`config.mk`:
```
export PLATFORM = sky130hd
export DESIGN_NAME = bcd_time_of_day_clock_alarm_top
export DESIGN_NICKNAME = d
export VERILOG_FILES = /design/src/hw/rtl/btod_pkg.sv /design/src/hw/rtl/btod_cell.sv /design/src/hw/rtl/bcd_time_of_day_clock_alarm_top.sv
export SDC_FILE = /design/constraint.sdc
export NUM_CORES = 1
export LEC_CHECK = 0
export BUFFER_PORTS_ARGS = -buffer_cell sky130_fd_sc_hd__buf_2
export CAP_MARGIN = 20
export CORE_MARGIN = 1
export CORE_UTILIZATION = 40
export CTS_CLUSTER_SIZE = 30
export DETAILED_ROUTE_END_ITERATION = 6
export PLACE_DENSITY = 0.52
export SETUP_SLACK_MARGIN = 0.02
export SYNTH_ARGS = -nofsm -noshare
export SYNTH_HDL_FRONTEND = slang
export SYNTH_SLANG_ARGS = --single-unit
```
`constraint.sdc`:
```
create_clock -name i_clk -period 13.13 [get_ports i_clk]
set_input_delay 2.626 -clock i_clk [delete_from_list [all_inputs] [get_ports i_clk]]
set_output_delay 2.626 -clock i_clk [all_outputs]
set_load 0.05 [all_outputs]
```
`src/hw/rtl/btod_pkg.sv`:
```
`default_nettype none

package btod_pkg;

    // Item operation codes
    typedef enum logic [1:0] {
        OP_TICK  = 2'd0,
        OP_READ  = 2'd1,
        OP_WRITE = 2'd2,
        OP_NONE  = 2'd3
    } t_op;

    // Register positions along the chain
    localparam logic [1:0] REG_TENTHS  = 2'd0;
    localparam logic [1:0] REG_SECONDS = 2'd1;
    localparam logic [1:0] REG_MINUTES = 2'd2;
    localparam logic [1:0] REG_HOURS   = 2'd3;

    localparam int unsigned NUM_CELLS = 4;

    // Hours byte layout
    localparam logic [7:0] HOUR_WRITE_MASK = 8'h9f;
    localparam logic [7:0] PM_BIT          = 8'h80;
    localparam logic [4:0] HOUR_FIELD      = 5'h1f;
    localparam logic [4:0] HOUR_TWELVE     = 5'h12;
    localparam logic [4:0] HOUR_ELEVEN     = 5'h11;
    localparam logic [4:0] HOUR_TEN_BCD    = 5'h10;
    localparam logic [5:0] HOUR_TEN_BIN    = 6'd10;
    localparam logic [7:0] HOUR_RESET      = 8'h01;

    // Command broadcast to every cell for the accepted transaction
    typedef struct packed {
        logic       en;
        t_op        op;
        logic [1:0] idx;
        logic [7:0] data;
        logic       alarm_sel;
        logic       hold_active;
    } t_cmd;

    // Quotient by ten for values up to 255 (reciprocal multiply)
    function automatic logic [4:0] div10(input logic [7:0] v);
        logic [18:0] p;
        p = 19'(v) * 19'd205;
        return p[15:11];
    endfunction

    // Binary value below 100 to packed BCD
    function automatic logic [7:0] to_bcd(input logic [7:0] v);
        logic [4:0] q;
        logic [7:0] r;
        q = div10(v);
        r = v - 8'(8'(q) * 8'd10);
        return {q[3:0], r[3:0]};
    endfunction

endpackage

`default_nettype wire

```
`src/hw/rtl/btod_cell.sv`:
```
`default_nettype none

module btod_cell
    import btod_pkg::*;
(
    input  wire logic       i_clk,
    input  wire logic       i_rst_n,
    input  wire logic [1:0] i_pos,
    input  wire t_cmd       i_cmd,
    input  wire logic       i_carry,
    output logic            o_carry,
    output logic            o_match,
    output logic [7:0]      o_hold
);

    logic [7:0] r_time, n_time;
    logic [7:0] r_alarm, n_alarm;
    logic [7:0] r_hold, n_hold;

    logic [7:0] val;
    logic [4:0] q10;
    logic [7:0] rem10;
    logic [7:0] m60;
    logic [7:0] inc_sec;
    logic [7:0] inc_hour;
    logic [7:0] inc_value;
    logic       wrap;
    logic [4:0] hour;
    logic [5:0] hour_sum;
    logic [4:0] hour_next;
    logic       pm;
    logic [7:0] wdata;
    logic       wr_here;

    // Digit byte as binary plus one
    assign val   = 8'(8'(r_time[7:4]) * 8'd10) + 8'(r_time[3:0]) + 8'd1;
    assign q10   = div10(val);
    assign rem10 = val - 8'(8'(q10) * 8'd10);

    // Modulo sixty by compare and subtract
    always_comb begin
        priority if (val >= 8'd120) begin
            m60 = val - 8'd120;
        end else if (val >= 8'd60) begin
            m60 = val - 8'd60;
        end else begin
            m60 = val;
        end
    end
    assign inc_sec = to_bcd(m60);

    // 12-hour step with AM/PM flip on 11 -> 12
    always_comb begin
        hour     = r_time[4:0];
        hour_sum = 6'(hour) + 6'd1;
        pm       = r_time[7] ^ (hour == HOUR_ELEVEN);
        if (hour == HOUR_TWELVE) begin
            hour_next = 5'd1;
        end else if (hour_sum == HOUR_TEN_BIN) begin
            hour_next = HOUR_TEN_BCD;
        end else begin
            hour_next = hour_sum[4:0] & HOUR_FIELD;
        end
        inc_hour = {pm, 2'b00, hour_next};
    end

    // Advanced value and wrap per position
    always_comb begin
        unique case (i_pos)
            REG_TENTHS: begin
                inc_value = {4'h0, rem10[3:0]};
                wrap      = val >= 8'd10;
            end
            REG_SECONDS, REG_MINUTES: begin
                inc_value = inc_sec;
                wrap      = val >= 8'd60;
            end
            default: begin
                inc_value = inc_hour;
                wrap      = 1'b0;
            end
        endcase
    end
    assign o_carry = i_carry & wrap;

    // Write data, hours byte masked and 12 flips AM/PM on time writes
    always_comb begin
        wdata = i_cmd.data;
        if (i_pos == REG_HOURS) begin
            wdata = i_cmd.data & HOUR_WRITE_MASK;
            if (wdata[4:0] == HOUR_TWELVE && !i_cmd.alarm_sel) begin
                wdata = wdata ^ PM_BIT;
            end
        end
    end
    assign wr_here = i_cmd.en && i_cmd.op == OP_WRITE && i_cmd.idx == i_pos;

    // Next state of the cell
    always_comb begin
        n_time  = r_time;
        n_alarm = r_alarm;
        n_hold  = r_hold;
        if (wr_here && !i_cmd.alarm_sel) begin
            n_time = wdata;
        end else if (i_carry) begin
            n_time = inc_value;
        end
        if (wr_here && i_cmd.alarm_sel) begin
            n_alarm = wdata;
        end
        if (i_cmd.en && i_cmd.op == OP_READ && !i_cmd.hold_active) begin
            n_hold = r_time;
        end
    end

    assign o_match = n_time == n_alarm;
    assign o_hold  = n_hold;

    always_ff @(posedge i_clk) begin
        if (!i_rst_n) begin
            r_time  <= (i_pos == REG_HOURS) ? HOUR_RESET : 8'h00;
            r_alarm <= 8'h00;
            r_hold  <= 8'h00;
        end else begin
            r_time  <= n_time;
            r_alarm <= n_alarm;
            r_hold  <= n_hold;
        end
    end

endmodule

`default_nettype wire

```
`src/hw/rtl/bcd_time_of_day_clock_alarm_top.sv`:
```
`default_nettype none

// Channel   Direction  Handshake          Payload
// input     in         i_valid / o_stall  i_operation, i_reg_index, i_write_data, i_alarm_select
// result    out        o_valid / i_stall  o_read_data, o_alarm_hit
//
// One transaction per cycle unless stalled: the four digit cells update in the
// accept cycle, the tick carry ripples through the cell chain within that cycle.
// The result is registered in the output register, or in the skid register
// when the output register is full and not taken. A skid register holds one more
// result, so input is stalled only when both output register and skid register are full.
// Synchronous active-low reset: time 01:00:00.0, clock stopped, no hold.

module bcd_time_of_day_clock_alarm_top
    import btod_pkg::*;
(
    input  wire logic       i_clk,
    input  wire logic       i_rst_n,
    input  wire logic       i_valid,
    output logic            o_stall,
    input  wire logic [1:0] i_operation,
    input  wire logic [1:0] i_reg_index,
    input  wire logic [7:0] i_write_data,
    input  wire logic       i_alarm_select,
    output logic            o_valid,
    input  wire logic       i_stall,
    output logic [7:0]      o_read_data,
    output logic            o_alarm_hit
);

    logic        accept;
    t_cmd        cmd;
    logic        r_hold_active, n_hold_active;
    logic        r_stopped, n_stopped;
    logic [NUM_CELLS:0]   carry;
    logic [NUM_CELLS-1:0] match;
    logic [7:0]  hold [NUM_CELLS];
    logic [7:0]  res_rd;
    logic        res_hit;

    logic        r_out_valid;
    logic [7:0]  r_out_rd;
    logic        r_out_hit;
    logic        r_skid_valid;
    logic [7:0]  r_skid_rd;
    logic        r_skid_hit;
    logic        pop;

    assign o_stall = r_skid_valid;
    assign accept  = i_valid && !r_skid_valid;

    // Command broadcast along the chain
    always_comb begin
        cmd.en          = accept;
        cmd.op          = t_op'(i_operation);
        cmd.idx         = i_reg_index;
        cmd.data        = i_write_data;
        cmd.alarm_sel   = i_alarm_select;
        cmd.hold_active = r_hold_active;
    end

    assign carry[0] = accept && cmd.op == OP_TICK && !r_stopped;

    // Digit cell chain: tenths, seconds, minutes, hours
    for (genvar g = 0; g < NUM_CELLS; g++) begin : g_cell
        btod_cell u_cell (
            .i_clk   (i_clk),
            .i_rst_n (i_rst_n),
            .i_pos   (2'(g)),
            .i_cmd   (cmd),
            .i_carry (carry[g]),
            .o_carry (carry[g+1]),
            .o_match (match[g]),
            .o_hold  (hold[g])
        );
    end

    // Hold and run/stop control
    always_comb begin
        n_hold_active = r_hold_active;
        n_stopped     = r_stopped;
        if (accept && cmd.op == OP_READ) begin
            if (cmd.idx == REG_TENTHS) n_hold_active = 1'b0;
            if (cmd.idx == REG_HOURS)  n_hold_active = 1'b1;
        end
        if (accept && cmd.op == OP_WRITE && !cmd.alarm_sel) begin
            if (cmd.idx == REG_TENTHS) n_stopped = 1'b0;
            if (cmd.idx == REG_HOURS)  n_stopped = 1'b1;
        end
    end

    always_ff @(posedge i_clk) begin
        if (!i_rst_n) begin
            r_hold_active <= 1'b0;
            r_stopped     <= 1'b1;
        end else begin
            r_hold_active <= n_hold_active;
            r_stopped     <= n_stopped;
        end
    end

    // Result fields
    assign res_rd  = (cmd.op == OP_READ) ? hold[cmd.idx] : 8'h00;
    assign res_hit = (cmd.op == OP_TICK || cmd.op == OP_WRITE) && !n_stopped && (&match);

    // Output register with skid stage
    assign pop = r_out_valid && !i_stall;

    always_ff @(posedge i_clk) begin
        if (!i_rst_n) begin
            r_out_valid  <= 1'b0;
            r_skid_valid <= 1'b0;
        end else if (r_skid_valid) begin
            if (pop) begin
                r_skid_valid <= 1'b0;
            end
        end else if (accept) begin
            if (r_out_valid && !pop) begin
                r_skid_valid <= 1'b1;
            end
            r_out_valid <= 1'b1;
        end else if (pop) begin
            r_out_valid <= 1'b0;
        end
    end

    always_ff @(posedge i_clk) begin
        if (r_skid_valid) begin
            if (pop) begin
                r_out_rd  <= r_skid_rd;
                r_out_hit <= r_skid_hit;
            end
        end else if (accept) begin
            if (r_out_valid && !pop) begin
                r_skid_rd  <= res_rd;
                r_skid_hit <= res_hit;
            end else begin
                r_out_rd  <= res_rd;
                r_out_hit <= res_hit;
            end
        end
    end

    assign o_valid     = r_out_valid;
    assign o_read_data = r_out_rd;
    assign o_alarm_hit = r_out_hit;

endmodule

`default_nettype wire

```
---- Word-level counts from Yosys, hierarchy flattened ----
Cells that the tools add are included.
Widths: inputs -> output; s select.
word-level totals
  register bits ........................... 118
  word-level logic and storage cells ...... 159
operators by class
  $add $sub $neg .......................... 14
  multipliers ............................. 9
  magnitude comparators ................... 6
  equality and inequality tests ........... 15
  muxes and demuxes ....................... 46
  bitwise gates (word level) .............. 7
  reduce and logical (&&, ||, !) cells .... 42
operators with widths
  operator              count
  $mux 8                28
  $mul 8x8->16 const B  3
  $eq 8x8->1            4
  $add 8x1->8 const B   3
  $add 8x4->8           3
  $logic_and 1x1->1     24
  $mul 4x3->7 const B   3
  $bmux 8 s2            1
  $ge 8x6->1 const B    2
  $ge 8x7->1 const B    2
  $sub 8x6->8 const B   2
  $sub 8x7->8 const B   2
  $eq 5x5->1 const B    3
  $mul 5x3->3 const B   3
  $mux 1                15
  $sub 4x4->4           3
  $mux 5                2
  $ge 8x4->1 const B    1
  $logic_not 1->1       7
  $add 5x1->6 const B   1
  $eq 2x2->1 const B    3
  $eq 6x4->1 const B    1
  $reduce_and 3->1      2
  $reduce_bool 2->1     3
  other kinds (12)      18

---- Logic depth before layout (Yosys ltp) ----
  depth after elaboration ................. 17
  depth in mapped cells ................... 42
  gate-level depth less buffers ........... 40

---- By module ----
From an unflattened synthesis, not the netlist that was laid out.
second synthesis, totals
  cell total of the unflattened synthesis .. 2301
  area total of the unflattened synthesis .. 19994.2 µm²
by module, submodules not included
  module                           times used  cells each  area each (µm²)
  btod_cell at g_cell[3].u_cell    1           579         4852.2
  btod_cell at g_cell[1].u_cell    1           567         4748.3
  btod_cell at g_cell[0].u_cell    1           550         4662.0
  btod_cell at g_cell[2].u_cell    1           523         4554.4
  bcd_time_of_day_clock_alarm_top  1           82          1177.4

---- Least setup slack after synthesis ----
Ideal clock, no wire load.
  path type ............................... register to register
  start point ............................. register g_cell[2].u_cell.r_time[7]
  end point ............................... register r_out_hit (netlist: o_alarm_hit), data pin
  library setup time ...................... 0.165 ns
  arrival time ............................ 8.928 ns
  data required time ...................... 12.965 ns
  path slack .............................. 4.038 ns
  cell stages (with the launch flop) ...... 40
  path buffers ............................ 2
  clock period less this slack ............ 9.092 ns
  cells stage by stage .................... dfxtp_1 > ha_1 > ha_1 > inv_1 > fa_1 > buf_4 > nand3b_1 > or4_1 > a22o_1 > or3_1 > buf_2 > a21oi_1 > nor2_1 > ha_1 > inv_1 > fa_1 > inv_1 > fa_1 > [4 not listed] > a21o_1 > a21o_1 > a211o_2 > a21oi_1 > o31ai_1 > xor2_1 > inv_1 > fa_1 > nand2b_1 > nor3_1 > o31ai_1 > o221ai_1 > a211oi_1 > xnor3_1 > a21boi_1 > a2111o_1 > a221o_1 > o31ai_2
between the ends
  word-level cells in the longest chain between the ends .. 17
ends and longest elaborated chain
  element                                           line                                               RTL
  start: declaration                                btod_cell.sv:16                                    logic [7:0] r_time, n_time;
  start signal: assignment                          btod_cell.sv:121                                   r_time <= (i_pos == REG_HOURS) ? HOUR_RESET : 8'h00;
  start signal: assignment                          btod_cell.sv:125                                   r_time <= n_time;
  $mul 4x3->7                                       btod_cell.sv:36                                    assign val = 8'(8'(r_time[7:4]) * 8'd10) + 8'(r_time[3:0]) + 8'd1;
  $add 8x4->8                                       btod_cell.sv:36
  $add 8x1->8                                       btod_cell.sv:36
  $sub 8x6->8 / $ge 8x6->1 (equally long branches)  btod_cell.sv:45, btod_cell.sv:44, btod_cell.sv:76
  $mux 8                                            btod_cell.sv:44                                    end else if (val >= 8'd60) begin
  $mux 8                                            btod_cell.sv:42                                    priority if (val >= 8'd120) begin
  $mul 8x8->16                                      btod_pkg.sv:44                                     p = 19'(v) * 19'd205;
  $mul 5x3->3                                       btod_pkg.sv:53                                     r = v - 8'(8'(q) * 8'd10);
  $sub 4x4->4                                       btod_pkg.sv:53
  $mux 8                                            btod_cell.sv:105                                   end else if (i_carry) begin
  $mux 8                                            btod_cell.sv:103                                   if (wr_here && !i_cmd.alarm_sel) begin
  $eq 8x8->1                                        btod_cell.sv:116                                   assign o_match = n_time == n_alarm;
  $reduce_and 4->1 *                                bcd_time_of_day_clock_alarm_top.sv:104             assign res_hit = (cmd.op == OP_TICK || cmd.op == OP_WRITE) && !n_stopped && (&match);
  $logic_and 1x1->1 *                               bcd_time_of_day_clock_alarm_top.sv:104
  $mux 1 *                                          bcd_time_of_day_clock_alarm_top.sv:134             if (r_out_valid && !pop) begin
  $mux 1 *                                          bcd_time_of_day_clock_alarm_top.sv:133             end else if (accept) begin
  $mux 1 *                                          bcd_time_of_day_clock_alarm_top.sv:128             if (r_skid_valid) begin
  end signal: assignment                            bcd_time_of_day_clock_alarm_top.sv:131             r_out_hit <= r_skid_hit;
  end signal: assignment                            bcd_time_of_day_clock_alarm_top.sv:139             r_out_hit <= res_hit;
  end: declaration                                  bcd_time_of_day_clock_alarm_top.sv:43              logic r_out_hit;
Mark *: on every way between the ends. The rest lies on a longest branch, timed or not. The select of a mux whose other input is x is not followed.
A chain may end at the register's enable or synchronous reset.

---- Worst setup path in the final report ----
  start point ............................. register g_cell[2].u_cell.r_time[6]
  end point ............................... register r_out_hit (netlist: o_alarm_hit), data pin
Same word-level chain as after synthesis.

==> results.py <==
metrics = {
    "run_status": {
        "status": "completed",
    },
    "floorplanning": {
        "core_area_um2": 29600,
        "die_y_um": 175,
        "design.die.area_um2": 30700,
        "rows": 63,
        "die_x_um": 175,
        "io_pins": 28,
        "start_util": 0.406,
    },
    "synth": {
        "syn_inst": 1418,
        "synth_edf_count": 18,
        "syn_nets": 1631,
        "synth_flop_cell": "dfxtp_1",
        "synth_warnings": 0,
        "synth.most_common_cell": "ha_1",
        "synth_top_cell_by_area": "dfxtp_1",
        "syn_area_per_cell_um2": 8.46,
        "synth_top_cell_area_share": 0.167,
        "synthMuxAreaShare": 0.0763,
        "yosys_register_bits": 118,
        "synthSimpleGateAreaFrac": 0.189,
        "synth_cell_types": 93,
        "synthAdderAreaFrac": 0.231,
        "ys_top_cells_by_area": "dfxtp_1 (17%), ha_1 (16%), fa_1 (7.0%)",
        "synth_top_family_by_area": "adder cells",
        "synth_xor_area_frac": 0.0540,
        "syn_area_um2": 12000,
        "synth_compound_area_frac": 0.163,
        "ys_async_sr_fraction": 0,
        "seq_area_frac_synth": 0.212,
        "synthTopCellsByCount": "ha_1 (154), nor2_1 (149), inv_1 (146)",
    },
    "clock_tree": {
        "cts_resized": 0,
        "cts_root_buf": "clkbuf_16",
        "cts_hold_buf": 0,
        "clk_latency_ps": 420,
        "cts_buffers": 17,
        "htreeDepth": 4,
        "cts_tree": "yes",
        "clk_pin_slew_ps": 60,
        "post_cts_buffers": 0,
        "cts.sinks": 118,
        "cts_buffer_depth": 2,
    },
    "worst_setup_path": {
        "r2r_setup_slack_ps": 2290,
        "crit_top_cell": "inv_1",
        "max_stage_delay_ps": 710,
        "rr_startpoint": "g_cell[2].u_cell.r_time[6]",
        "path_class": "reg2reg",
        "crit_slowest_cell": "nor2_1",
        "start_kind": "register",
        "cp-end-kind": "register",
        "critPathArrivalTime_ps": 11100,
        "worst_r2r_path_depth": 38,
        "crit_required_ps": 13390,
        "worstReg2RegEnd": "o_alarm_hit",
        "crit_fanout": 14,
    },
    "global_route": {
        "grt_start_max_net_pins": 84,
        "grt_pass1_wl_um": 54400,
        "grt_use_total": 0.228,
        "overflow": 0,
        "grt_pass1_vias": 9699,
        "antenna_found_initial": 0,
    },
    "route": {
        "drc": 0,
        "ant_nets": 0,
        "viasPerCell": 5.56,
        "totalWireLength_um": 34300,
        "wl_per_cell_um": 19.0,
        "via_count": 10100,
        "firstDrtPassIters": 5,
        "dr.first_iter.drc_count": 750,
    },
    "job": {
        "drv_cap": 0,
    },
    "cells_and_area": {
        "final_util": 0.438,
        "fin_nets": 1616,
        "drive_above_1_share": 0.0819,
        "syn2layout_area_growth_pct": 8.00,
        "filler_cell_count": 2954,
    },
    "timing": {
        "rsz0062_at_grt": "no",
        "tightest_slew_ps": 1060,
        "slew_headroom": 0.287,
        "hold_viol": 0,
        "final-setup-viol-count": 0,
        "fmax_mhz": 92.3,
        "fin_crit_ps": 10840,
        "skew_ps": 15.4,
        "min_period_over_period": 0.825,
        "drv_slew": 0,
        "fin_setup_tns_ps": 0,
    },
    "placed_design": {
        "hpwl_um": 26600,
        "io_buffers": 27,
        "gp_congestion": 0.879,
    },
    "hold_path": {
        "hold_end": "g_cell[3].u_cell.r_alarm[7]",
        "hold_start": "g_cell[3].u_cell.r_alarm[7]",
        "holdPathStages": 2,
        "hold_class": "reg2reg",
    },
    "power": {
        "p_total_uw": 955,
        "p_leak_nw": 5.93,
        "p_per_area_nw_per_um2": 73.7,
        "ir_drop_uv": 90.7,
    },
}
[flip-flops by register name, indices dropped and copies added (netlist names)]
signal / count
o_alarm_hit: 1
o_stall: 1
r_stopped: 1
o_read_data: 8
r_skid_hit: 1
g_cell.u_cell.r_time: 32
g_cell.u_cell.r_alarm: 32
o_valid: 1
r_skid_rd: 8
r_hold_active: 1
g_cell.u_cell.r_hold: 32
[where the power goes]
part | internal (mW) | leakage (nW) | switching (mW) | total, mW
registers | 0.372 | 0.978 | 0.00431 | 0.376
clock network | 0.269 | 0.288 | 0.198 | 0.467
logic | 0.0362 | 4.66 | 0.0750 | 0.111
total | 0.678 | 5.93 | 0.277 | 0.955
[critical path: cells and delay by family (launching register included)]
kind,cells,cell delay [ps]
fa+ha+maj,9,3500
simple gates,6,2000
flops,1,460
buf+inv,6,410
xor+xnor,2,790
compound gates,15,3480
[routing by layer]
layer	vias to the layer above	routed length (um)	GRT usage
li1	4981	-	-
met1	4826	16200	0.310
met2	205	16100	0.378
met3	43	1280	0.0287
met4	0	732	0.0616
met5	-	0	0
[cell type report]
class	instances	area (um^2)	area share
multi-input cells	1082	8580	0.662
flip-flops and latches	118	2540	0.196
inverters	147	552	0.0426
well taps	390	488	0.0377
clock buffers	17	425	0.0328
repair buffers	37	210	0.0162
clock inverters	15	160	0.0124
diodes	1	2.50	0.000193
[stage by stage]
stage | hold slack (ps) | setup WS [ps] | cells | area, um^2
floorplan | 444 | 4040 | 1418 | 12000
global placement | 464 | 2280 | 1774 | 12400
detailed placement | 460 | 2290 | 1774 | 12400
CTS | 471 | 2290 | 1806 | 13000
global route | 492 | 1500 | 1806 | 13000
finish | 468 | 2290 | 1807 | 13000
[worst max path at each step]
stage | start | endpoint | cells past startpoint | slack [ps]
floorplan | g_cell[2].u_cell.r_time[7] | o_alarm_hit | 39 | 4040
global placement | g_cell[2].u_cell.r_time[6] | o_alarm_hit | 38 | 2280
detailed placement | g_cell[2].u_cell.r_time[6] | o_alarm_hit | 37 | 2290
CTS | g_cell[2].u_cell.r_time[6] | o_alarm_hit | 38 | 2290
global route | g_cell[2].u_cell.r_time[6] | o_alarm_hit | 37 | 1500
finish | g_cell[2].u_cell.r_time[6] | o_alarm_hit | 38 | 2290
[placed cells by master, fill, tap and decap left out, types with 15 or more instances in the layout]
cell type / synthesis / final
xor2_1: 18 / 18
ha_1: 154 / 154
a211oi_1: 18 / 18
nand2_1: 114 / 114
dfxtp_1: 100 / 100
buf_2: 7 / 27
xnor2_1: 49 / 49
mux2i_1: 69 / 69
o31ai_1: 15 / 15
clkbuf_16: 0 / 17
edfxtp_1: 18 / 18
nor2_1: 149 / 149
fa_1: 42 / 42
inv_1: 146 / 145
o21ai_0: 44 / 44
nor3_1: 38 / 37
a21oi_1: 59 / 59
nand3_1: 28 / 28
[logic make-up (layout without fill, tap and decap cells)]
| logic type | Yosys count | in the layout |
|---|---|---|
| and+or+nand+nor | 460 | 460 |
| adders and majority gates | 196 | 196 |
| xor gates and xnor gates | 70 | 70 |
| DFF | 118 | 118 |
| muxes | 81 | 81 |
| buffers and inverters | 218 | 216 |
| AOI/OAI and AO/OA | 275 | 275 |
| other | 0 | 1 |
No activity file was read; power rests on OpenSTA's default activity.
